===== config.mk =====
export PLATFORM = sky130hd
export DESIGN_NAME = tbseq_merge
export DESIGN_NICKNAME = d
export VERILOG_FILES = /design/src/design/tbseq_pkg.sv /design/src/design/tbseq_merge.sv
export SDC_FILE = /design/constraint.sdc
export NUM_CORES = 1
export LEC_CHECK = 0
export ABC_CLOCK_PERIOD_IN_PS = 2200
export BUFFER_PORTS_ARGS = -buffer_cell sky130_fd_sc_hd__buf_4
export CORE_AREA = 2 2 63 95
export DETAILED_ROUTE_END_ITERATION = 12
export DIE_AREA = 0 0 65 97
export PLACE_DENSITY = 0.65
export SYNTH_ARGS = -nofsm -noshare
export SYNTH_HDL_FRONTEND = slang
export SYNTH_SLANG_ARGS = --single-unit

===== constraint.sdc =====
create_clock -name vclk -period 2.2
set_input_delay 0.11 -clock vclk [all_inputs]
set_output_delay 0.11 -clock vclk [all_outputs]
set_load 0.005 [all_outputs]

===== src/design/tbseq_pkg.sv =====
// Shared types, constants and register codes for the three-band stereo equalizer.
// No dependencies; every other design file imports this package.
package tbseq_pkg;

  // block configuration
  localparam int KNOB_MAX    = 4095;
  localparam int KNOB_CENTER = 2048;
  localparam int GAIN_HOLD   = 32;
  localparam int SAMPLE_BITS = 16;

  // field and state widths
  localparam int PCM_W      = 16;
  localparam int ALPHA_W    = 16;
  localparam int KNOB_W     = 12;
  localparam int GAIN_W     = 17;
  localparam int HOLD_W     = 6;
  localparam int STATE_W    = 32;
  localparam int CFG_IDX_W  = 3;
  localparam int CFG_DATA_W = 16;

  // datapath widths
  localparam int OPA_W  = STATE_W + 1;
  localparam int OPB_W  = GAIN_W + 1;
  localparam int PROD_W = OPA_W + OPB_W;
  localparam int ACC_W  = PROD_W + 2;

  // gain divider widths
  localparam int NUM_W = KNOB_W + 16;
  localparam int DEN_W = 16;
  localparam int UPPER_DEN = (KNOB_MAX > KNOB_CENTER) ? (KNOB_MAX - KNOB_CENTER) : 1;

  // reset values
  localparam int UNITY_GAIN      = 32768;
  localparam int LOW_COEF_RESET  = 6705;
  localparam int HIGH_COEF_RESET = 23791;
  localparam int KNOB_RESET      = (2048 > KNOB_MAX) ? KNOB_MAX : 2048;

  // register indexes
  localparam logic [CFG_IDX_W-1:0] REG_LOW_COEF  = 3'd0;
  localparam logic [CFG_IDX_W-1:0] REG_HIGH_COEF = 3'd1;
  localparam logic [CFG_IDX_W-1:0] REG_KNOB_LOW  = 3'd2;
  localparam logic [CFG_IDX_W-1:0] REG_KNOB_MID  = 3'd3;
  localparam logic [CFG_IDX_W-1:0] REG_KNOB_HIGH = 3'd4;

  // lane sequence steps
  localparam int STEP_W = 3;
  localparam logic [STEP_W-1:0] STEP_LOW_ONE   = 3'd0;
  localparam logic [STEP_W-1:0] STEP_LOW_TWO   = 3'd1;
  localparam logic [STEP_W-1:0] STEP_HIGH_ONE  = 3'd2;
  localparam logic [STEP_W-1:0] STEP_HIGH_TWO  = 3'd3;
  localparam logic [STEP_W-1:0] STEP_LOW_BAND  = 3'd4;
  localparam logic [STEP_W-1:0] STEP_MID_BAND  = 3'd5;
  localparam logic [STEP_W-1:0] STEP_HIGH_BAND = 3'd6;

  typedef struct packed {
    logic signed [PCM_W-1:0] left_in;
    logic signed [PCM_W-1:0] right_in;
  } sample_t;

  typedef struct packed {
    logic signed [PCM_W-1:0] left_out;
    logic signed [PCM_W-1:0] right_out;
  } result_t;

  typedef struct packed {
    logic              load;
    logic              mul_en;
    logic              upd_en;
    logic [STEP_W-1:0] step;
  } lane_ctrl_t;

endpackage


===== src/design/tbseq_merge.sv =====
// Merges the two lane sums into one result: round, saturate, pack.
// Depends on tbseq_pkg.
module tbseq_merge import tbseq_pkg::*; (
  input  logic signed [ACC_W-1:0] acc_left,
  input  logic signed [ACC_W-1:0] acc_right,
  output result_t                 merged
);

  localparam logic signed [ACC_W-1:0] HALF_OUT = ACC_W'(64'sd1 <<< 30);
  localparam logic signed [ACC_W-1:0] OUT_TOP  = ACC_W'((64'sd1 <<< (SAMPLE_BITS - 1)) - 64'sd1);
  localparam logic signed [ACC_W-1:0] OUT_BOT  = ACC_W'(-(64'sd1 <<< (SAMPLE_BITS - 1)));

  function automatic logic [PCM_W-1:0] round_sat(input logic signed [ACC_W-1:0] sum);
    logic signed [ACC_W-1:0] r;
    r = (sum + HALF_OUT) >>> 31;
    if (r > OUT_TOP) begin
      r = OUT_TOP;
    end else if (r < OUT_BOT) begin
      r = OUT_BOT;
    end
    return r[PCM_W-1:0];
  endfunction

  always_comb begin
    merged.left_out  = round_sat(acc_left);
    merged.right_out = round_sat(acc_right);
  end

endmodule


; Word-level counts from Yosys, hierarchy flattened
; Index checks and enable logic that the tools add are counted.
; W data, S select, Z words.
[classes]
n_eq_ne = 0
add_sub_neg = 2
reduce_logical = 0
n_mux = 4
n_lt_le_gt_ge = 4
n_bitwise = 0
mul = 0
shift = 0
div = 0
[op_table]
columns = op, n
row1 = $add A53 B32 Y53 const B, 2
row2 = $mux W16, 4
row3 = $gt A22 B16 Y1 const B, 2
row4 = $lt A22 B16 Y1 const B, 2
[word_totals]
reg_bits = 0
ramBits = 0
inputBits = 106
memories = 0
latch_bits = 0
output_inout_bits = 32
word_cells = 10
romBits = 0

; Longest topological paths before layout
[logic_depth]
ltp_word = 4
depth_mapped = 9
ltp_nobuf = 7

; Worst setup path before layout
; Ideal clock, no wire load.
[synth_timing]
kind = input to output
startpoint = input port acc_left[30]
endpoint = output port merged[16] (netlist name)
arrival_ps = 1851
path_buffers = 2
setup_slack_ps = 239
stages = 9
required_time_ps = 2090
cell_sequence = ha_1 -> clkbuf_2 -> and3_2 -> nand3_1 -> nor4_1 -> or3_1 -> clkdlybuf4s18_2 -> a211oi_1 -> a211oi_2
[synth_lines]
columns = item, line
row1 = "start, declared", tbseq_merge.sv:4  ; input logic signed [ACC_W-1:0] acc_left,
row2 = "end, declared", tbseq_merge.sv:6  ; output result_t merged

==> reports/results.txt <==
HPWL reported at the end of detailed placement = 5101 um
Comb power frac = 100.0%
hold buffer count at CTS = 0
top post-synthesis cells by area = xnor2_1, xor2_1, a211oi_1
Power Internal = 0.1816 mW
final cycle utilization of the critical path = 96.85%
Initial DRC Count = 186
post-CTS setup buffers = 0
Yosys cell types = 54
total grt overflow = 0
final hold vios = 0
syn avg cell area = 6.830 um^2
worst ir drop on vdd = 0.07330 mV
met3 Use GR = 1.395%
GRT Total Usage = 18.62%
most common cell in the netlist = o21ai_0
CLK BUF = 0
yosys warns = 0
area added between synthesis and finish = 50.15%
Die Y = 97 um
largest net degree at the start of global routing = 15
total core area = 0.005409 mm^2
Diodes inserted = 0
Port Buf Inserts = 78
1st-pass router iterations = 4
switching share of power = 50.26%
Seq cells = 0
final WL = 6167 um
Startpoint Class = input pin
vias in the first global route = 2,172
Final setup viols = 0
Avg WL per Cell = 15.12 um
Design Power = 0.3650 mW
met2 usage = 37.51%
post-synthesis sequential area ratio = 0%
Net Switching = 0.1835 mW
FMAX = 0.4693 GHz
outcome = finished clean
CTS-repair resized insts = 0
share of layout cells above drive strength 1 = 39.64%
final design utilization = 46.26%
WP data required = 2.09 ns
Pins Over Slew Limit = 0
gpl congestion = 0.8899
Reg power frac = 0%
Tmin final = 2.131 ns
worst hold stages = 4
Post-synth top cells = o21ai_0, nand3_1, nor2_1
Die ar. = 0.006305 mm^2
Initial Util = 30.81%
IO Pins = 138
min-delay worst type = input pin to primary output
Worst-Margin Slew = 0.5390 ns
via count = 2,256
synthesized cell area = 0.001667 mm^2
crit path DAT = 2.02 ns
fin nets = 448
WHS Endpoint = merged[8]
initial antenna violation count = 0
first-pass GRT wire length = 9846 um
CP Class = input pin to primary output
GR peak layer = met2
Syn Inst Count = 244
Leakage = 0.9647 nW
die width = 65 um
Remaining DRCs = 0
pwr/cell area = 145.9 mW/mm^2
Worst slew margin = 64.07%
Synth top area share = 8.408%
syn_nets = 352
Routed Antenna Nets = 0
num rows = 33
Setup crit end kind = primary output
largest fanout on the critical path = 8
routed vias/inst = 5.529
HP Start = acc_right[39]
max_cap viols = 0
Synth area leader = xnor2_1
global routing met1 resource utilization = 19.99%
Clk network pwr share = 0%
register area = 0 um^2
metal layers:
metal,vias up,share of wire [%]
met5,-,0
met4,0,2.4
met3,13,6.2
met2,102,54
met1,1000,37
li1,1141,-
power by group through the flow:
| stage | Clock [mW] | Combinational, mW | Sequential (mW) |
|---|---|---|---|
| 6_report | 0 | 0.365 | 0 |
| 5_1_grt | 0 | 0.398 | 0 |
| 4_1_cts | 0 | 0.359 | 0 |
| 3_5_place_dp | 0 | 0.357 | 0 |
| 3_3_place_gp | 0 | 0.355 | 0 |
| 2_1_floorplan | 0 | 0.148 | 0 |
cell usage in the layout (no fill, tap or decap), drive strengths merged:
master	count
buf	104
o21ai	23
nand3	18
nor2	18
nor3	18
xnor2	17
a211oi	17
nand2	15
xor2	15
nand4	14
a21oi	14
and3	12
a22oi	8
o211ai	7
and4	5
nor4	5
inv	4
nor3b	3
nor4b	2
nand3b	2
or4	2
nand4b	2
or3	2
ha	2
a211o	1
a22o	1
a21o	1
nand2b	1
mux2i	1
a31o	1
or2	1
o221ai	1
nor2b	1
per-stage QoR:
stage          hold WS (ns)  worst slack, ns  std cells   TNS (ns)  area [um^2]
2_1_floorplan        0.3880           0.2394        244          0         1667
3_3_place_gp         0.6368          0.06915        407          0         2461
3_5_place_dp         0.6302          0.03915        407          0         2461
4_1_cts              0.6391          0.02177        407          0         2461
5_1_grt              0.6751        -0.008975        408  -0.008975         2502
6_report             0.6407          0.06938        408          0         2502
critical path: stages:
cell,delay [ns]
buf_4,0.12
ha_1,0.22
and3_2,0.23
nand3_1,0.08
nor4_1,0.29
buf_4,0.18
nand4b_4,0.19
a21oi_2,0.30
a22oi_1,0.14
buf_4,0.15
worst max path at each step:
stage | from | to | slack (ns) | depth (start not counted)
4_1_cts | acc_right[30] | merged[6] | 0.02 | 10
3_5_place_dp | acc_right[30] | merged[6] | 0.04 | 10
5_1_grt | acc_left[30] | merged[25] | -0.009 | 10
6_report | acc_left[30] | merged[25] | 0.07 | 10
3_3_place_gp | acc_right[30] | merged[11] | 0.07 | 10
2_1_floorplan | acc_left[30] | merged[16] | 0.24 | 9
logic make-up (layout without fill, tap and decap cells):
group                      Yosys count  in the layout  synth area share, %
buffers and inverters               15            108                5.329
xor gates and xnor gates            32             32                17.27
adders and majority gates            2              2                1.501
muxes                                1              1               0.6006
AOI/OAI and AO/OA                   73             74                31.01
and+or+nand+nor                    121            121                44.30
area by class of cell:
cell class                 instances  area, um^2
fill                             599        2907
inverter                           4       15.01
multi-input combinational        230        1619
tap                               70       87.58
timing repair buffer             104       780.7
Power figures use the tool's default switching activity.
