`src/design/tbseq_pkg.sv`:
```
// Shared types, constants and register codes for the three-band stereo equalizer.
// No dependencies; every other design file imports this package.
package tbseq_pkg;

  // block configuration
  localparam int KNOB_MAX    = 4095;
  localparam int KNOB_CENTER = 2048;
  localparam int GAIN_HOLD   = 32;
  localparam int SAMPLE_BITS = 16;

  // field and state widths
  localparam int PCM_W      = 16;
  localparam int ALPHA_W    = 16;
  localparam int KNOB_W     = 12;
  localparam int GAIN_W     = 17;
  localparam int HOLD_W     = 6;
  localparam int STATE_W    = 32;
  localparam int CFG_IDX_W  = 3;
  localparam int CFG_DATA_W = 16;

  // datapath widths
  localparam int OPA_W  = STATE_W + 1;
  localparam int OPB_W  = GAIN_W + 1;
  localparam int PROD_W = OPA_W + OPB_W;
  localparam int ACC_W  = PROD_W + 2;

  // gain divider widths
  localparam int NUM_W = KNOB_W + 16;
  localparam int DEN_W = 16;
  localparam int UPPER_DEN = (KNOB_MAX > KNOB_CENTER) ? (KNOB_MAX - KNOB_CENTER) : 1;

  // reset values
  localparam int UNITY_GAIN      = 32768;
  localparam int LOW_COEF_RESET  = 6705;
  localparam int HIGH_COEF_RESET = 23791;
  localparam int KNOB_RESET      = (2048 > KNOB_MAX) ? KNOB_MAX : 2048;

  // register indexes
  localparam logic [CFG_IDX_W-1:0] REG_LOW_COEF  = 3'd0;
  localparam logic [CFG_IDX_W-1:0] REG_HIGH_COEF = 3'd1;
  localparam logic [CFG_IDX_W-1:0] REG_KNOB_LOW  = 3'd2;
  localparam logic [CFG_IDX_W-1:0] REG_KNOB_MID  = 3'd3;
  localparam logic [CFG_IDX_W-1:0] REG_KNOB_HIGH = 3'd4;

  // lane sequence steps
  localparam int STEP_W = 3;
  localparam logic [STEP_W-1:0] STEP_LOW_ONE   = 3'd0;
  localparam logic [STEP_W-1:0] STEP_LOW_TWO   = 3'd1;
  localparam logic [STEP_W-1:0] STEP_HIGH_ONE  = 3'd2;
  localparam logic [STEP_W-1:0] STEP_HIGH_TWO  = 3'd3;
  localparam logic [STEP_W-1:0] STEP_LOW_BAND  = 3'd4;
  localparam logic [STEP_W-1:0] STEP_MID_BAND  = 3'd5;
  localparam logic [STEP_W-1:0] STEP_HIGH_BAND = 3'd6;

  typedef struct packed {
    logic signed [PCM_W-1:0] left_in;
    logic signed [PCM_W-1:0] right_in;
  } sample_t;

  typedef struct packed {
    logic signed [PCM_W-1:0] left_out;
    logic signed [PCM_W-1:0] right_out;
  } result_t;

  typedef struct packed {
    logic              load;
    logic              mul_en;
    logic              upd_en;
    logic [STEP_W-1:0] step;
  } lane_ctrl_t;

endpackage

```
`src/design/tbseq_lane.sv`:
```
// One channel lane: crossover filter states and a shared multiplier that
// runs the four pole updates and the three band weightings. Depends on tbseq_pkg.
module tbseq_lane import tbseq_pkg::*; (
  input  logic                    clk,
  input  logic                    rst,
  input  lane_ctrl_t              ctrl,
  input  logic signed [PCM_W-1:0] sample,
  input  logic [ALPHA_W-1:0]      low_coef,
  input  logic [ALPHA_W-1:0]      high_coef,
  input  logic [GAIN_W-1:0]       gain_low,
  input  logic [GAIN_W-1:0]       gain_mid,
  input  logic [GAIN_W-1:0]       gain_high,
  output logic signed [ACC_W-1:0] acc
);

  localparam int SUM_W = PROD_W + 1;
  localparam logic signed [PROD_W-1:0] HALF_LSB = PROD_W'(32768);
  localparam logic signed [SUM_W-1:0]  SAT_HI = SUM_W'((64'sd1 <<< 31) - 64'sd1);
  localparam logic signed [SUM_W-1:0]  SAT_LO = SUM_W'(-(64'sd1 <<< 31));

  logic signed [STATE_W-1:0] x;
  logic signed [STATE_W-1:0] low_one;
  logic signed [STATE_W-1:0] low_two;
  logic signed [STATE_W-1:0] high_one;
  logic signed [STATE_W-1:0] high_two;
  logic signed [PROD_W-1:0]  prod;

  logic signed [OPA_W-1:0]   op_a;
  logic signed [OPB_W-1:0]   op_b;
  logic signed [STATE_W-1:0] y;
  logic signed [PROD_W-1:0]  rnd;
  logic signed [SUM_W-1:0]   pole_sum;
  logic signed [STATE_W-1:0] pole_new;

  always_comb begin
    op_a = '0;
    op_b = '0;
    y    = '0;
    case (ctrl.step)
      STEP_LOW_ONE: begin
        op_a = {x[STATE_W-1], x} - {low_one[STATE_W-1], low_one};
        op_b = {2'b00, low_coef};
        y    = low_one;
      end
      STEP_LOW_TWO: begin
        op_a = {low_one[STATE_W-1], low_one} - {low_two[STATE_W-1], low_two};
        op_b = {2'b00, low_coef};
        y    = low_two;
      end
      STEP_HIGH_ONE: begin
        op_a = {x[STATE_W-1], x} - {high_one[STATE_W-1], high_one};
        op_b = {2'b00, high_coef};
        y    = high_one;
      end
      STEP_HIGH_TWO: begin
        op_a = {high_one[STATE_W-1], high_one} - {high_two[STATE_W-1], high_two};
        op_b = {2'b00, high_coef};
        y    = high_two;
      end
      STEP_LOW_BAND: begin
        op_a = {low_two[STATE_W-1], low_two};
        op_b = {1'b0, gain_low};
      end
      // mid band is the high cascade minus the low cascade
      STEP_MID_BAND: begin
        op_a = {high_two[STATE_W-1], high_two} - {low_two[STATE_W-1], low_two};
        op_b = {1'b0, gain_mid};
      end
      STEP_HIGH_BAND: begin
        op_a = {x[STATE_W-1], x} - {high_two[STATE_W-1], high_two};
        op_b = {1'b0, gain_high};
      end
      default: begin
        op_a = '0;
        op_b = '0;
      end
    endcase

    // round half up, then floor
    rnd      = (prod + HALF_LSB) >>> 16;
    pole_sum = {{(SUM_W - STATE_W){y[STATE_W-1]}}, y} + {rnd[PROD_W-1], rnd};
    if (pole_sum > SAT_HI) begin
      pole_new = SAT_HI[STATE_W-1:0];
    end else if (pole_sum < SAT_LO) begin
      pole_new = SAT_LO[STATE_W-1:0];
    end else begin
      pole_new = pole_sum[STATE_W-1:0];
    end
  end

  always_ff @(posedge clk) begin
    if (rst) begin
      low_one  <= '0;
      low_two  <= '0;
      high_one <= '0;
      high_two <= '0;
    end else if (ctrl.upd_en) begin
      case (ctrl.step)
        STEP_LOW_ONE:  low_one  <= pole_new;
        STEP_LOW_TWO:  low_two  <= pole_new;
        STEP_HIGH_ONE: high_one <= pole_new;
        STEP_HIGH_TWO: high_two <= pole_new;
        default: ;
      endcase
    end
  end

  always_ff @(posedge clk) begin
    if (ctrl.load) begin
      x   <= {sample, 16'd0};
      acc <= '0;
    end else if (ctrl.upd_en && ctrl.step inside {STEP_LOW_BAND, STEP_MID_BAND,
                                                  STEP_HIGH_BAND}) begin
      acc <= acc + {{2{prod[PROD_W-1]}}, prod};
    end
    if (ctrl.mul_en) begin
      prod <= PROD_W'(op_a) * PROD_W'(op_b);
    end
  end

endmodule

```
`config.mk`:
```
export PLATFORM = sky130hd
export DESIGN_NAME = tbseq_lane
export DESIGN_NICKNAME = d
export VERILOG_FILES = /design/src/design/tbseq_pkg.sv /design/src/design/tbseq_lane.sv
export SDC_FILE = /design/constraint.sdc
export NUM_CORES = 2
export LEC_CHECK = 0
export ABC_AREA = 1
export BUFFER_PORTS_ARGS = -buffer_cell sky130_fd_sc_hd__clkbuf_2
export CAP_MARGIN = 40
export CORE_MARGIN = 3
export CORE_UTILIZATION = 51
export CTS_BUF_LIST = sky130_fd_sc_hd__clkbuf_16
export CTS_CLUSTER_DIAMETER = 150
export DETAILED_ROUTE_END_ITERATION = 8
export GPL_ROUTABILITY_DRIVEN = 1
export HOLD_SLACK_MARGIN = 0.05
export MAX_ROUTING_LAYER = met4
export PLACE_DENSITY = 0.72
export SLEW_MARGIN = 30
export SYNTH_ARGS = -nofsm -noshare
export SYNTH_HDL_FRONTEND = slang
export SYNTH_SLANG_ARGS = --single-unit
```
`constraint.sdc`:
```
create_clock -name clk -period 16.5 [get_ports clk]
set_input_delay 4.95 -clock clk [delete_from_list [all_inputs] [get_ports clk]]
set_output_delay 4.95 -clock clk [all_outputs]
set_load 0.05 [all_outputs]
```
# == After elaboration in Yosys (flattened, before gate mapping) ==
# Cells that the tools add are included.
# totals
register_bits,248
inputBits,107
output_inout_bits,53
wordCells,39
# classes
n_addsub,9
mul,1
order_cmp,2
eq_ne,6
muxes,5
n_reduce_logical,9
# op_table
cell,n
33-bit one-hot mux with 7 select lines,1
32-bit by 32-bit subtractor with 33-bit output,6
32-bit one-hot mux with 4 select lines,1
17-bit one-hot mux with 5 select lines,1
32-bit two-way mux,2
53-bit adder,1
51-bit by 17-bit adder with 51-bit output (second input constant),1
33-bit by 18-bit multiplier with 51-bit output,1
32-bit by 35-bit adder with 36-bit output,1
36-bit by 32-bit > comparator with 1-bit output (second input constant),1
36-bit by 32-bit less-than comparator with 1-bit output (second input constant),1
3-bit equality test (second input constant),3
2-bit AND reduction,4
3-bit by 2-bit equality test with 1-bit output (second input constant),2
2-bit OR reduction,2
3-bit by 1-bit equality test with 1-bit output (second input constant),1
3-bit zero test,1
3-bit nonzero test,1
1-bit logical AND,1

# == Longest topological paths before layout ==
# logic_depth
word_depth,6
mapped_depth,51
depth_no_buf,48

# == Worst setup path before layout ==
# OpenSTA, ideal clock, no wires.
# synth_timing
kind,in2reg
start,input ctrl[0] in the netlist's numbering
end,register prod[50] (data pin)
setup_ns,0.264
arrival_ns,13.385
required_time_ns,16.236
setup_slack_ns,2.851
path_stages,46
n_path_buf,5
path_cell_list,inv_1 nor2_1 inv_1 nor2_1 buf_2 clkbuf_1 clkbuf_1 nand2_1 o21ai_0 ha_1 inv_1 fa_1 nand3_1 nand2_1 nand2_1 nand3_1 nand3_1 nand2_1 (+10 left out) clkbuf_1 inv_1 fa_1 fa_1 inv_1 fa_1 inv_1 fa_1 inv_1 ha_1 inv_1 nor3_1 inv_1 nor2_1 a2111oi_0 nand2_1 a31oi_1 xor2_1
# synth_via
elab_chain_cells,4
word_cells_on_any_way,12
cone_classes,mul (1); eq/ne (6); mux (2); reduce/logical (3)
# synth_lines
item,line_no,rtl
from (decl),tbseq_lane.sv:6,"input lane_ctrl_t ctrl,"
3-bit by 2-bit equality test with 1-bit output (tied with other cells),tbseq_lane.sv:39,case (ctrl.step)
2-bit OR reduction (no line),n/a,
17-bit one-hot mux with 5 select lines,tbseq_lane.sv:39,
33-bit by 18-bit multiplier with 51-bit output *,tbseq_lane.sv:117,prod <= PROD_W'(op_a) * PROD_W'(op_b);
to (signal assigned),tbseq_lane.sv:117,
to (decl),tbseq_lane.sv:26,logic signed [PROD_W-1:0] prod;
# Mark *: on every way between the ends. The rest lies on a longest branch, timed or not.
# A chain may end at the register's enable or synchronous reset.

# == Worst setup path after layout ==
# layout_timing
start,input ctrl[1] in the netlist's numbering
end,register prod[36] (data pin)
# Same word-level chain as after synthesis.

==> results by group <==
Timing
  • Achievable Freq: 67.85 MHz
  • Clock skew: 14.38 ps
  • Setup Viol. Count Final: 0
  • RSZ-0062 raised after global routing: no
  • Final hold vios: 0
  • Period utilisation layout: 89.32%
  • Relative max-transition margin: 27.87%
  • Max-slew violations: 0
  • Worst Tran Pin Value: 1082 ps
  • Tmin final: 14740 ps
  • Final worst setup slack: 1762 ps
  • Setup TNS: 0 ps

Die
  • Die Height: 299.3 um
  • # IOs: 160
  • # rows: 106
  • Die Area: 89600 um2
  • Starting Density: 51.94%
  • Die W: 299.3 um
  • Placeable Area: 84480 um2

Logic synthesis
  • Syn_area_per_cell: 6.808 um2
  • Sequential share of the synthesized area: 12.84%
  • Yosys reg bits: 248
  • Cell Area, Synth: 43880 um2
  • Post-Syn Instances: 6446
  • Post-Syn Nets: 7376
  • Fraction of registers with async set/reset: 0%
  • Synth Warn #: 0
  • Top FF cell, synth: dfxtp_1
  • Synth unique cells: 62
  • EDFF count, synth: 67

Final layout
  • Area growth, synth to finish: 7.282%
  • Final std cells w/o fill: 7678
  • Final layout net count: 7447
  • Finished Core Util: 55.72%
  • Fraction of layout cells with a size suffix above 1: 5.611%

Global route
  • Largest net degree at the start of global routing: 75
  • First-pass GRT wire length: 248900 um
  • GR Util All Layers: 36.81%
  • GRT overflow: 0
  • Antenna violations before repair: 4
  • Vias in the first global route: 42390

Route
  • Routed len/inst: 21.15 um
  • Post-route DRC: 0
  • DR vias/cell: 5.655
  • First drt pass iteration count: 8
  • DR vias: 43420
  • Remaining antenna violation count: 0
  • DRT iter0 DRCs: 4875
  • Routed wire length: 162400 um

Clock network
  • Num CTS Buffers: 30
  • Clock buffer depth: 3
  • Cts hold-fix bufs: 0
  • Reg clk slew, reported paths: 60 ps
  • Post-CTS Setup Inserts: 0
  • Sink Count: 248
  • Post-CTS resize count: 0
  • H-Tree Depth: 1
  • Clk_lat worst skew: 600 ps
  • TritonCTS clock tree: done
  • Root buffer cell: clkbuf_16

Status
  • Status: finished clean

Place
  • Placed cell count: 7618
  • Worst slack at placement: 1152 ps
  • Final Wtd Congestion: 1.043
  • Input/output buffers: 159
  • Dpl hpwl: 134200 um

Hold path
  • Worst hold stages: 2
  • Hold Path Class: reg -> reg

Setup path
  • Startpoint Class: input port
  • Reg2reg path depth: 35
  • Crit Path Category: in -> reg
  • Required time worst endpoint: 16930 ps
  • Worst EP arrival: 15170 ps
  • Crit path capture type: flip-flop
  • CP max FO: 22
  • Critical path's slowest cell: nand2_1
  • Max incr delay on CP: 610 ps

Job
  • Max-Cap Viols: 0
[metal layers]
layer  vias up  wire length, um  track usage, %
met5         -                0               -
li1      20090                -               -
met3       355            17450           7.590
met2      2240            72810           57.88
met1     20730            65920           47.83
met4         0             6176           11.53
[sequential cells by signal (all words and copies together) (netlist names)]
name      flops
acc          53
high_one     32
high_two     32
low_one      32
low_two      32
prod         51
x            16
[cells in the final DEF (no fill, tap or decap), types with 38 or more instances in the layout]
cell,n
nand4_1,38
inv_1,1452
clkbuf_2,158
dfxtp_1,181
nand3_1,298
xnor2_1,63
nand2_1,1423
buf_4,61
edfxtp_1,67
nor3_1,53
a21oi_1,436
fa_1,534
o21ai_0,289
a31oi_1,42
nor2_1,625
xor2_1,98
ha_1,289
[path summary, 6_finish.rpt]
| check | from | endpoint | slack (ps) |
|---|---|---|---|
| setup / recovery | ctrl[1] | prod[36]$_DFFE_PP_ | 1760 |
| hold / removal | acc[52]$_SDFFE_PP0P_ | acc[52]$_SDFFE_PP0P_ | 510 |
| setup reg to reg | high_two[3]$_SDFFE_PP0P_ | prod[49]$_DFFE_PP_ | 6800 |
| hold reg to reg | acc[52]$_SDFFE_PP0P_ | acc[52]$_SDFFE_PP0P_ | 510 |
[cell type report]
cell class	instances	area, um2
fill	8408	37410
clock inverter	26	346.6
antenna	3	7.507
timing repair buffer	228	1380
clock buffer	30	750.7
tap	1134	1419
multi-input combinational	4536	32010
inverter	1473	5530
sequential	248	5635
[metrics by stage]
| step | area [um2] | hold WS [ps] |
|---|---|---|
| after global routing | 47080 | 544.8 |
| final | 47080 | 509.4 |
| after CTS | 47040 | 516.6 |
| after floorplan | 43880 | 532.8 |
| after detailed placement | 45950 | 505.9 |
| after global placement | 45820 | 499.1 |
[cell usage after synthesis, drive strengths merged (3+ instances only)]
master | n | area share, %
ha | 289 | 8.2
xnor2 | 63 | 1.3
fa | 534 | 24
clkbuf | 143 | 1.2
edfxtp | 67 | 4.6
clkinv | 6 | 0.051
o31ai | 3 | 0.051
a31o | 3 | 0.060
and2 | 9 | 0.13
o21bai | 27 | 0.46
a21oi | 437 | 5.0
a31oi | 42 | 0.60
nor3 | 56 | 0.66
nand3b | 35 | 0.65
a22oi | 11 | 0.19
a21o | 29 | 0.50
o211ai | 17 | 0.29
o21a | 8 | 0.14
a211oi | 11 | 0.19
xor2 | 98 | 2.0
o221ai | 14 | 0.28
inv | 1467 | 13
or2 | 14 | 0.20
nor2 | 644 | 5.6
nand2 | 1435 | 12
a22o | 17 | 0.34
nand3 | 304 | 3.6
a21boi | 13 | 0.22
and3 | 7 | 0.10
o21ai | 295 | 3.4
buf | 46 | 0.54
a2111oi | 6 | 0.14
a221oi | 20 | 0.40
dfxtp | 181 | 8.3
o22ai | 10 | 0.14
nand4 | 40 | 0.62
o2111ai | 21 | 0.43
nor4 | 19 | 0.27
[worst max-delay path: cells and delay by family]
family	cells	cell delay (ps)
xor+xnor	1	210
compound gates	5	1490
fa+ha+maj	8	3540
simple gates	15	3330
buf+inv	9	1610
[cells by family after synthesis]
kind of cell               after synthesis  share of synthesized area (%)
AOI/OAI and AO/OA                      986                          12.83
and+or+nand+nor                       2566                          24.16
DFF                                    248                          12.84
xor gates and xnor gates               161                          3.213
buffers and inverters                 1662                          14.36
adders and majority gates              823                          32.60
Power is not shown: default switching activity piles up to over one toggle a cycle in this logic, so the estimate is an artifact.
