[src/design/tbseq_pkg.sv]
// Shared types, constants and register codes for the three-band stereo equalizer.
// No dependencies; every other design file imports this package.
package tbseq_pkg;

  // block configuration
  localparam int KNOB_MAX    = 4095;
  localparam int KNOB_CENTER = 2048;
  localparam int GAIN_HOLD   = 32;
  localparam int SAMPLE_BITS = 16;

  // field and state widths
  localparam int PCM_W      = 16;
  localparam int ALPHA_W    = 16;
  localparam int KNOB_W     = 12;
  localparam int GAIN_W     = 17;
  localparam int HOLD_W     = 6;
  localparam int STATE_W    = 32;
  localparam int CFG_IDX_W  = 3;
  localparam int CFG_DATA_W = 16;

  // datapath widths
  localparam int OPA_W  = STATE_W + 1;
  localparam int OPB_W  = GAIN_W + 1;
  localparam int PROD_W = OPA_W + OPB_W;
  localparam int ACC_W  = PROD_W + 2;

  // gain divider widths
  localparam int NUM_W = KNOB_W + 16;
  localparam int DEN_W = 16;
  localparam int UPPER_DEN = (KNOB_MAX > KNOB_CENTER) ? (KNOB_MAX - KNOB_CENTER) : 1;

  // reset values
  localparam int UNITY_GAIN      = 32768;
  localparam int LOW_COEF_RESET  = 6705;
  localparam int HIGH_COEF_RESET = 23791;
  localparam int KNOB_RESET      = (2048 > KNOB_MAX) ? KNOB_MAX : 2048;

  // register indexes
  localparam logic [CFG_IDX_W-1:0] REG_LOW_COEF  = 3'd0;
  localparam logic [CFG_IDX_W-1:0] REG_HIGH_COEF = 3'd1;
  localparam logic [CFG_IDX_W-1:0] REG_KNOB_LOW  = 3'd2;
  localparam logic [CFG_IDX_W-1:0] REG_KNOB_MID  = 3'd3;
  localparam logic [CFG_IDX_W-1:0] REG_KNOB_HIGH = 3'd4;

  // lane sequence steps
  localparam int STEP_W = 3;
  localparam logic [STEP_W-1:0] STEP_LOW_ONE   = 3'd0;
  localparam logic [STEP_W-1:0] STEP_LOW_TWO   = 3'd1;
  localparam logic [STEP_W-1:0] STEP_HIGH_ONE  = 3'd2;
  localparam logic [STEP_W-1:0] STEP_HIGH_TWO  = 3'd3;
  localparam logic [STEP_W-1:0] STEP_LOW_BAND  = 3'd4;
  localparam logic [STEP_W-1:0] STEP_MID_BAND  = 3'd5;
  localparam logic [STEP_W-1:0] STEP_HIGH_BAND = 3'd6;

  typedef struct packed {
    logic signed [PCM_W-1:0] left_in;
    logic signed [PCM_W-1:0] right_in;
  } sample_t;

  typedef struct packed {
    logic signed [PCM_W-1:0] left_out;
    logic signed [PCM_W-1:0] right_out;
  } result_t;

  typedef struct packed {
    logic              load;
    logic              mul_en;
    logic              upd_en;
    logic [STEP_W-1:0] step;
  } lane_ctrl_t;

endpackage

[src/design/tbseq_gain.sv]
// Knob to band gain conversion by multiplying with a constant reciprocal,
// registered after start and flagged by done. Depends on tbseq_pkg.
module tbseq_gain import tbseq_pkg::*; (
  input  logic              clk,
  input  logic              rst,
  input  logic              start,
  input  logic [KNOB_W-1:0] knob,
  output logic [GAIN_W-1:0] gain,
  output logic              done
);

  // floor(n / d) == (n * ceil(2^s / d)) >> s for every n below 2^NUM_W
  localparam int     SHIFT_CTR = NUM_W + $clog2(KNOB_CENTER);
  localparam int     SHIFT_UP  = NUM_W + $clog2(UPPER_DEN);
  localparam longint RECIP_CTR = ((64'sd1 <<< SHIFT_CTR) + longint'(KNOB_CENTER) - 64'sd1) /
                                 longint'(KNOB_CENTER);
  localparam longint RECIP_UP  = ((64'sd1 <<< SHIFT_UP) + longint'(UPPER_DEN) - 64'sd1) /
                                 longint'(UPPER_DEN);
  localparam int     RECIP_W   = NUM_W + 2;
  localparam int     QPROD_W   = NUM_W + RECIP_W;

  logic               busy;
  logic               upper;
  logic [NUM_W-1:0]   numq;
  logic [QPROD_W-1:0] qprod;

  logic               upper_next;
  logic [16:0]        knob_ext;
  logic [16:0]        diff;
  logic [NUM_W-1:0]   num_next;
  logic [RECIP_W-1:0] recip;
  logic [QPROD_W-1:0] quot;

  always_comb begin
    knob_ext   = 17'(knob);
    diff       = knob_ext - 17'(KNOB_CENTER);
    upper_next = (KNOB_MAX > KNOB_CENTER) && (knob_ext > 17'(KNOB_CENTER));
    if (upper_next) begin
      num_next = NUM_W'({diff[KNOB_W-1:0], 15'd0}) + NUM_W'(UPPER_DEN / 2);
    end else begin
      num_next = NUM_W'({knob, 15'd0}) + NUM_W'(KNOB_CENTER / 2);
    end
    recip = upper ? RECIP_W'(RECIP_UP) : RECIP_W'(RECIP_CTR);
    quot  = upper ? (qprod >> SHIFT_UP) : (qprod >> SHIFT_CTR);
  end

  always_ff @(posedge clk) begin
    if (rst) begin
      busy <= 1'b0;
      done <= 1'b0;
    end else begin
      busy <= start;
      done <= busy;
    end
  end

  always_ff @(posedge clk) begin
    if (start) begin
      numq  <= num_next;
      upper <= upper_next;
    end
    if (busy) begin
      qprod <= QPROD_W'(numq) * QPROD_W'(recip);
    end
  end

  assign gain = GAIN_W'(quot) + (upper ? GAIN_W'(UNITY_GAIN) : GAIN_W'(0));

endmodule

[config.mk]
export PLATFORM = sky130hd
export DESIGN_NAME = tbseq_gain
export DESIGN_NICKNAME = d
export VERILOG_FILES = /design/src/design/tbseq_pkg.sv /design/src/design/tbseq_gain.sv
export SDC_FILE = /design/constraint.sdc
export NUM_CORES = 1
export LEC_CHECK = 0
export BUFFER_PORTS_ARGS = -buffer_cell sky130_fd_sc_hd__buf_2
export CORE_MARGIN = 1
export CORE_UTILIZATION = 65
export CTS_CLUSTER_DIAMETER = 150
export CTS_CLUSTER_SIZE = 12
export DETAILED_ROUTE_END_ITERATION = 16
export MAX_ROUTING_LAYER = met4
export PLACE_DENSITY = 0.92
export RECOVER_POWER = 25
export SLEW_MARGIN = 40
export SYNTH_ARGS = -nofsm -noshare
export SYNTH_HDL_FRONTEND = slang
export SYNTH_SLANG_ARGS = --single-unit
[constraint.sdc]
create_clock -name clk -period 6.8 [get_ports clk]
set_input_delay 0.34 -clock clk [delete_from_list [all_inputs] [get_ports clk]]
set_output_delay 0.34 -clock clk [all_outputs]
set_load 0.01 [all_outputs]
# --- Word-level counts from Yosys, hierarchy flattened ---
# Index checks and enable logic that the tools add are counted.
op_classes:
  add_sub_neg: 4
  n_mul: 1
  n_lt_le_gt_ge: 1
  mux: 3
op_table:
  columns: ["cell", "count"]
  rows:
  - ["$mul A28 B29 Y56", 1]
  - ["$add A27 B10 Y28 const B", 1]
  - ["$add A27 B11 Y28 const B", 1]
  - ["$mux W28", 1]
  - ["$mux W18", 1]
  - ["$add A17 B16 Y17", 1]
  - ["$mux W16", 1]
  - ["$gt A12 B12 Y1 const B", 1]
  - ["$sub A12 B12 Y12 const B", 1]
word_totals:
  regBits: 87
  input_bits: 15
  elab_cells: 14

# --- Longest topological paths before layout ---
# Gate-level depths: netlist (run 1).
logic_depth:
  depth_word: 3
  ltp_mapped: 17

# --- Worst setup path after synthesis (run 1) ---
# Ideal clock, no wire load.
synth_timing:
  kind: "reg-to-reg"
  from: "register numq[9]"
  to: "register qprod[55] (data pin)"
  setup_time_ns: 0.255
  arrival_ns: 4.041
  required_ns: 6.545
  path_slack_ns: 2.503
  stages_incl_launch_ff: 17
  path_buffers: 0
  path_cell_list: "edfxtp_1 > and2_1 > ha_1 > ha_1 > inv_1 > fa_1 > inv_1 > ha_1 > ha_1 > ha_1 > nand3_1 > nor2_1 > a211o_1 > o21a_1 > o31a_4 > and3_4 > and3_1"
synth_between:
  elab_chain_len: 1
synth_rtl:
  columns: ["element", "line", "rtl"]
  rows:
  - ["start: declaration", "tbseq_gain.sv:24", "logic [NUM_W-1:0] numq;"]
  - ["start signal: assignment", "tbseq_gain.sv:59", "numq <= num_next;"]
  - ["$mul A28 B29 Y56", "tbseq_gain.sv:63", "qprod <= QPROD_W'(numq) * QPROD_W'(recip);"]
  - ["end signal: assignment", "tbseq_gain.sv:63", null]
  - ["end: declaration", "tbseq_gain.sv:25", "logic [QPROD_W-1:0] qprod;"]
# Every way passes these cells.
# A chain may end at the register's enable or synchronous reset.

# --- Worst setup path after layout (run 1) ---
# Ends and elaborated chain as after synthesis.

==> summary.txt, run 1 <==
Run status
  • Status: finished clean

Placement
  • Dpl cells: 407
  • Placer congestion estimate: 0.964
  • Number of port buffers: 32
  • DP HPWL: 5.94 mm

Worst setup path
  • Worst R2R Path Depth: 16
  • R2r startpoint: numq[9]
  • CP required: 6850 ps
  • Setup crit end kind: flip-flop
  • Type of the worst setup path: flip-flop to flip-flop
  • Register-to-register setup slack: 2030 ps
  • Worst EP arrival: 4820 ps
  • Reg-to-reg critical path endpoint: qprod[55]
  • Setup crit start kind: flip-flop
  • Crit Path Max Fanout: 25

Min path
  • WHS Path Cells: 2
  • Hold Path Sink: busy
  • Hold Path Class: input pin to flip-flop
  • HP Start: rst

STA
  • Rel. slew slack: 47.8%
  • Fin. Hold Viols: 0
  • Finish-stage setup viols: 0
  • Final Cycle Share: 70.1%
  • Worst-Margin Slew: 782 ps
  • Fmax: 210 MHz
  • Total Neg Setup Slack: 0 ps
  • Unrepaired setup endpoints after global routing: false
  • Tmin final: 4770 ps
  • Setup Skew: 3.23 ps
  • Worst hold slack: 222 ps
  • Max-slew violation count: 0

CTS
  • PostCTS Resize Cnt: 0
  • Clk root buf: clkbuf_8
  • Worst skew pair latency: 290 ps
  • Reg clk slew, reported paths: 70 ps
  • Hold-fix buffers at CTS: 0
  • TritonCTS Buffers: 5
  • Clock Tree Buf Depth: 2
  • Clock tree sinks: 33
  • TritonCTS clock tree: built
  • Setup bufs post-CTS: 0
  • H-tree levels: 2

Global routing
  • Initial antenna violation count: 0
  • Global-route wire length before repair: 11.8 mm
  • Largest net degree at the start of global routing: 26
  • GR Overflow Total: 0
  • Vias in the first global route: 2507
  • Global-route usage over all layers: 30.5%

Floorplan
  • Io pins: 33
  • Cell Rows: 25
  • Initial Utilization: 69.1%
  • Die ar.: 0.00541 mm²
  • Die Span X: 73.6 µm
  • Core ar.: 0.00482 mm²
  • Height of the die: 73.6 µm

Job
  • Max Cap Viol: 0

Logic synthesis
  • Syn Area/Cell: 10.3 µm²
  • Most numerous cell in the Yosys netlist: ha_1
  • Post-Synthesis Cells: 324
  • Top cells by area, synth: ha_1 29%, edfxtp_1 28%, fa_1 5.4%, inv_1 4.3%, buf_4 3.4%
  • Mapped cell area: 0.00333 mm²
  • Synth cell count leaders: 76 x ha_1, 38 x inv_1, 31 x edfxtp_1
  • Seq cells post-synth: 33
  • Post-synth EDFFs: 31
  • Most used DFF post-synth: edfxtp_1
  • Seq/Total Area, Yosys: 29.2%
  • Synth warn: 0
  • Async set-reset flop share out of synthesis: 0%
  • Yosys top cell by area: ha_1
  • Syn Nets: 424
  • Synth top area share: 28.6%
  • Unique masters post-synth: 49

Drt
  • Vias per cell: 6.14
  • DRT antenna net count: 0
  • DRT Wirelength: 7.34 mm
  • WL per Instance: 17.7 µm
  • # DRC: 0
  • Iteration-0 DRC Markers: 161
  • Vias after detailed routing: 2550
  • Pre-Repair DR Iteration Count: 5

Power
  • Lkg Pwr: 0.00176 µW
  • Peak VDD IR: 0.142 mV
  • PD cells: 185 mW/mm²

Finish
  • Non-Filler Instances: 415
  • Share of layout cells above drive strength 1: 13.5%
  • Final antenna diode count: 0
  • Nets@finish: 447
  • Area Overhead vs Synth: 6.24%
  • Fill cells: 333
## cell families (layout without fill, tap and decap cells)
group                    count (synthesis)  after routing  synth area share [%]
AO/OA/AOI/OAI                           52             52                  12.0
XOR/XNOR                                13             13                  3.42
adder cells (fa/ha/maj)                 85             85                  34.0
buffers and inverters                   54             78                  7.78
flip-flops                              33             33                  29.2
AND/OR/NAND/NOR                         87             87                  13.7
## worst max-delay path: stages (launching register included)
cell,delay [ps]
edfxtp_1,860
and2_1,370
ha_1,200
ha_1,150
inv_1,50
fa_1,500
inv_1,40
ha_1,290
ha_1,300
ha_1,330
nand3_1,120
nor2_1,70
a211o_1,260
o21a_1,210
o31a_4,400
and3_4,190
and3_1,170
## routing by layer
metal  vias up  wire length, µm  global-route usage [%]
met1      1213             3220                    38.5
met4         0              147                    10.3
met5         -                0                       -
met3        19              395                    5.21
li1       1206                -                       -
met2       112             3580                    49.6
## registers in the layout, indices dropped and copies added, names as in the netlist
name   count
done       1
numq      14
qprod     17
busy       1
## power breakdown
| group | total (µW) | internal [µW] | switching [µW] |
|---|---|---|---|
| Sequential | 256 | 241 | 15.0 |
| Combinational | 255 | 106 | 149 |
| Clock | 145 | 70.5 | 74.1 |
## how the worst max path moves through the flow
stage / endpoint / startpoint / depth (start not counted) / slack [ps]
floorplan: qprod[55] / numq[9] / 16 / 2500
global placement: qprod[55] / numq[9] / 16 / 2200
detailed placement: qprod[55] / numq[9] / 13 / 2100
CTS: qprod[55] / numq[9] / 13 / 2060
global route: qprod[44] / numq[9] / 15 / 1750
finish: qprod[55] / numq[9] / 16 / 2030
## cell type report
class | instances | area [µm²] | share of cell area (%)
inverter | 38 | 143 | 4.03
clock inverter | 3 | 17.5 | 0.495
multi-input combinational | 237 | 2100 | 59.4
sequential | 33 | 971 | 27.4
clock buffer | 5 | 68.8 | 1.95
timing repair buffer | 32 | 154 | 4.35
tap | 67 | 83.8 | 2.37
## metrics by stage
step / total power, µW / setup slack, ps / util, % / area (µm²)
6_report: 656 / 2030 / 73.4 / 3540
2_1_floorplan: 444 / 2500 / - / 3330
4_1_cts: 653 / 2060 / 73.6 / 3540
3_3_place_gp: 498 / 2200 / 71.8 / 3460
5_1_grt: 701 / 1750 / 73.4 / 3540
3_5_place_dp: 508 / 2100 / 71.8 / 3460
## placed cells by master, fill, tap and decap left out, types with 7 or more instances in the layout
cell,Yosys,final
nand2_1,15,15
ha_1,76,76
fa_1,9,9
o21ai_0,7,7
a21oi_1,9,9
xnor2_1,10,10
a21o_1,7,7
nand3_1,10,10
buf_2,0,27
edfxtp_1,31,31
and2_1,15,15
inv_1,38,38
nor2_1,22,22
Note: power is estimated with default switching activity, not from simulation.
==> inputs of run 2 (changes only) <==
--- a/config.mk
+++ b/config.mk
@@ -7,12 +7,12 @@
 export LEC_CHECK = 0
 export BUFFER_PORTS_ARGS = -buffer_cell sky130_fd_sc_hd__buf_2
 export CORE_MARGIN = 1
-export CORE_UTILIZATION = 65
+export CORE_UTILIZATION = 55
 export CTS_CLUSTER_DIAMETER = 150
 export CTS_CLUSTER_SIZE = 12
 export DETAILED_ROUTE_END_ITERATION = 16
 export MAX_ROUTING_LAYER = met4
-export PLACE_DENSITY = 0.92
+export PLACE_DENSITY = 0.83
 export RECOVER_POWER = 25
 export SLEW_MARGIN = 40
 export SYNTH_ARGS = -nofsm -noshare
==> constraint.sdc (replaced) <==
create_clock -name clk -period 4.2 [get_ports clk]
set_input_delay 0.21 -clock clk [delete_from_list [all_inputs] [get_ports clk]]
set_output_delay 0.21 -clock clk [all_outputs]
set_load 0.01 [all_outputs]
==> summary.txt, run 2 (synthesis results as in run 1) <==
Run status
  • Status: finished clean

Finish
  • Fill cells: 366
  • Leading cell type in the layout, fill and taps excluded: ha_1
  • Leading registers by flop count: qprod (17), numq (14)
  • Final core occ: 73.3%
  • Nets@finish: 478
  • Final antenna diode count: 0
  • Top reg by flops: qprod
  • Most frequent cells in the layout: 54 x ha_1, 32 x inv_1, 31 x edfxtp_1, 27 x buf_2, 26 x buf_4
  • Max reg flops: 17
  • Share of layout cells above drive strength 1: 32.7%
  • Area Overhead vs Synth: 24.9%
  • Post-route cell area: 0.00416 mm²

Global routing
  • Initial antenna violation count: 0
  • Global-route wire length before repair: 13.0 mm
  • Vias in the first global route: 2689
  • Global-route usage over all layers: 28.3%
  • Largest net degree at the start of global routing: 19
  • GR Overflow Total: 0

Floorplan
  • Height of the die: 79.8 µm
  • Die Span X: 79.8 µm
  • Core ar.: 0.00568 mm²
  • Io pins: 33
  • Die ar.: 0.00637 mm²
  • Initial Utilization: 58.7%
  • Cell Rows: 27

Worst setup path
  • Setup crit end kind: flip-flop
  • CP most frequent cell: ha_4
  • CP max-delay cell: fa_2
  • Type of the worst setup path: flip-flop to flip-flop
  • CP required: 4230 ps
  • Worst EP arrival: 4220 ps
  • Setup crit start kind: flip-flop
  • CP cell instances: buf_6 > and2_4 > ha_4 > ha_4 > inv_2 > fa_2 > inv_2 > ha_4 > ha_4 > ha_4 > nand3_4 > buf_4 > nor3_2 > o311ai_2 > a21boi_2 > buf_4 > o2111ai_2 > xnor2_1
  • Crit-path max cell delay: 540 ps
  • Crit Path Max Fanout: 6

STA
  • Fin worst setup slack: 9.16 ps
  • Tmin final: 4190 ps
  • Finish-stage setup viols: 0
  • Rel. slew slack: 46.7%
  • Max-slew violation count: 0
  • Final Cycle Share: 99.8%
  • Fmax: 239 MHz
  • Worst-Margin Slew: 799 ps
  • Fin. Hold Viols: 0
  • Worst hold slack: 109 ps
  • Setup Skew: 4.48 ps

Job
  • Max Cap Viol: 0

Power
  • Lkg Pwr: 0.00190 µW
  • Flop pwr share: 30.8%
  • Int Power: 840 µW
  • Comb pwr share: 52.2%
  • Switching Fraction: 37.1%
  • Peak VDD IR: 0.323 mV
  • Switching power of the nets: 495 µW
  • Clock Power Share: 17.0%
  • PD cells: 321 mW/mm²

Drt
  • WL per Instance: 20.3 µm
  • DRT Wirelength: 9.13 mm
  • DRT antenna net count: 0
  • # DRC: 0
  • Pre-Repair DR Iteration Count: 7
  • Vias per cell: 6.27
  • Vias after detailed routing: 2827
  • Iteration-0 DRC Markers: 181

Min path
  • Hold Path Class: input pin to flip-flop

CTS
  • Clock tree sinks: 33
  • Reg clk slew, reported paths: 70 ps
  • TritonCTS Buffers: 5
  • H-tree levels: 2
  • Clk root buf: clkbuf_8
  • TritonCTS clock tree: built
  • Clock Tree Buf Depth: 2
  • Hold-fix buffers at CTS: 0
  • Worst skew pair latency: 290 ps

Placement
  • DP HPWL: 6.23 mm
  • Post-DP Area: 0.00364 mm²
  • Place WS: -33.6 ps
  • Placer congestion estimate: 0.965
  • Number of port buffers: 32
## run 2: cell types whose count changed in the layout (fill, tap and decap cells not counted), sizes merged
cell / delta
clkinvlp: -1
buf: +31
clkbuf: +1
## run 2: repair_timing
item,in CTS,in global routing
gates resized for setup,22,35
buffers inserted,5,5
pin swaps,13,22
endpoints found under the setup margin,8,16
gates cloned,0,0
## run 2: final timing paths
path,depth (start not counted),from,slack (ps),endpoint
worst min-delay path,2,rst,110,done
worst min register to register,1,numq[23],660,qprod[51]
worst max register to register,18,numq[9],9,qprod[47]
worst max-delay path,18,numq[9],9,qprod[47]
## run 2: stage by stage
stage / TNS, ps / instances / power, µW
after floorplan: 0 / 324 / 727
after CTS: 0 / 446 / 1170
after global routing: -368 / 451 / 1400
after detailed placement: -71.3 / 433 / 860
after global placement: 0 / 433 / 840
final: 0 / 451 / 1330
## run 2: routing by layer
| metal | track usage (%) | routed length (µm) | vias up |
|---|---|---|---|
| met3 | 3.89 | 660 | 48 |
| met1 | 33.5 | 3550 | 1329 |
| met5 | - | 0 | - |
| met4 | 11.8 | 467 | 0 |
| li1 | - | - | 1269 |
| met2 | 48.2 | 4460 | 181 |
## run 2: critical path, delay by kind of cell (launching register included)
family | cells | cell delay, ps
simple gates | 3 | 490
compound gates | 3 | 460
fa+ha+maj | 6 | 1710
flops | 1 | 510
xor+xnor | 1 | 160
buf+inv | 5 | 590
## run 2: power groups by stage
stage               clock network (µW)  registers (µW)  logic [µW]
floorplan                            0             412         315
global placement                     0             414         427
detailed placement                   0             416         445
CTS                                226             409         531
global route                       237             413         754
finish                             227             411         697
## run 2: final cells by class
type | instances | area (µm²) | share of cell area (%)
Timing Repair Buffer | 63 | 405 | 9.75
Clock inverter | 2 | 10.0 | 0.241
Multi-Input combinational cell | 237 | 2470 | 59.3
Tap cell | 72 | 90.1 | 2.17
Clock buffer | 6 | 72.6 | 1.74
Sequential cell | 33 | 971 | 23.3
Inverter | 38 | 143 | 3.43
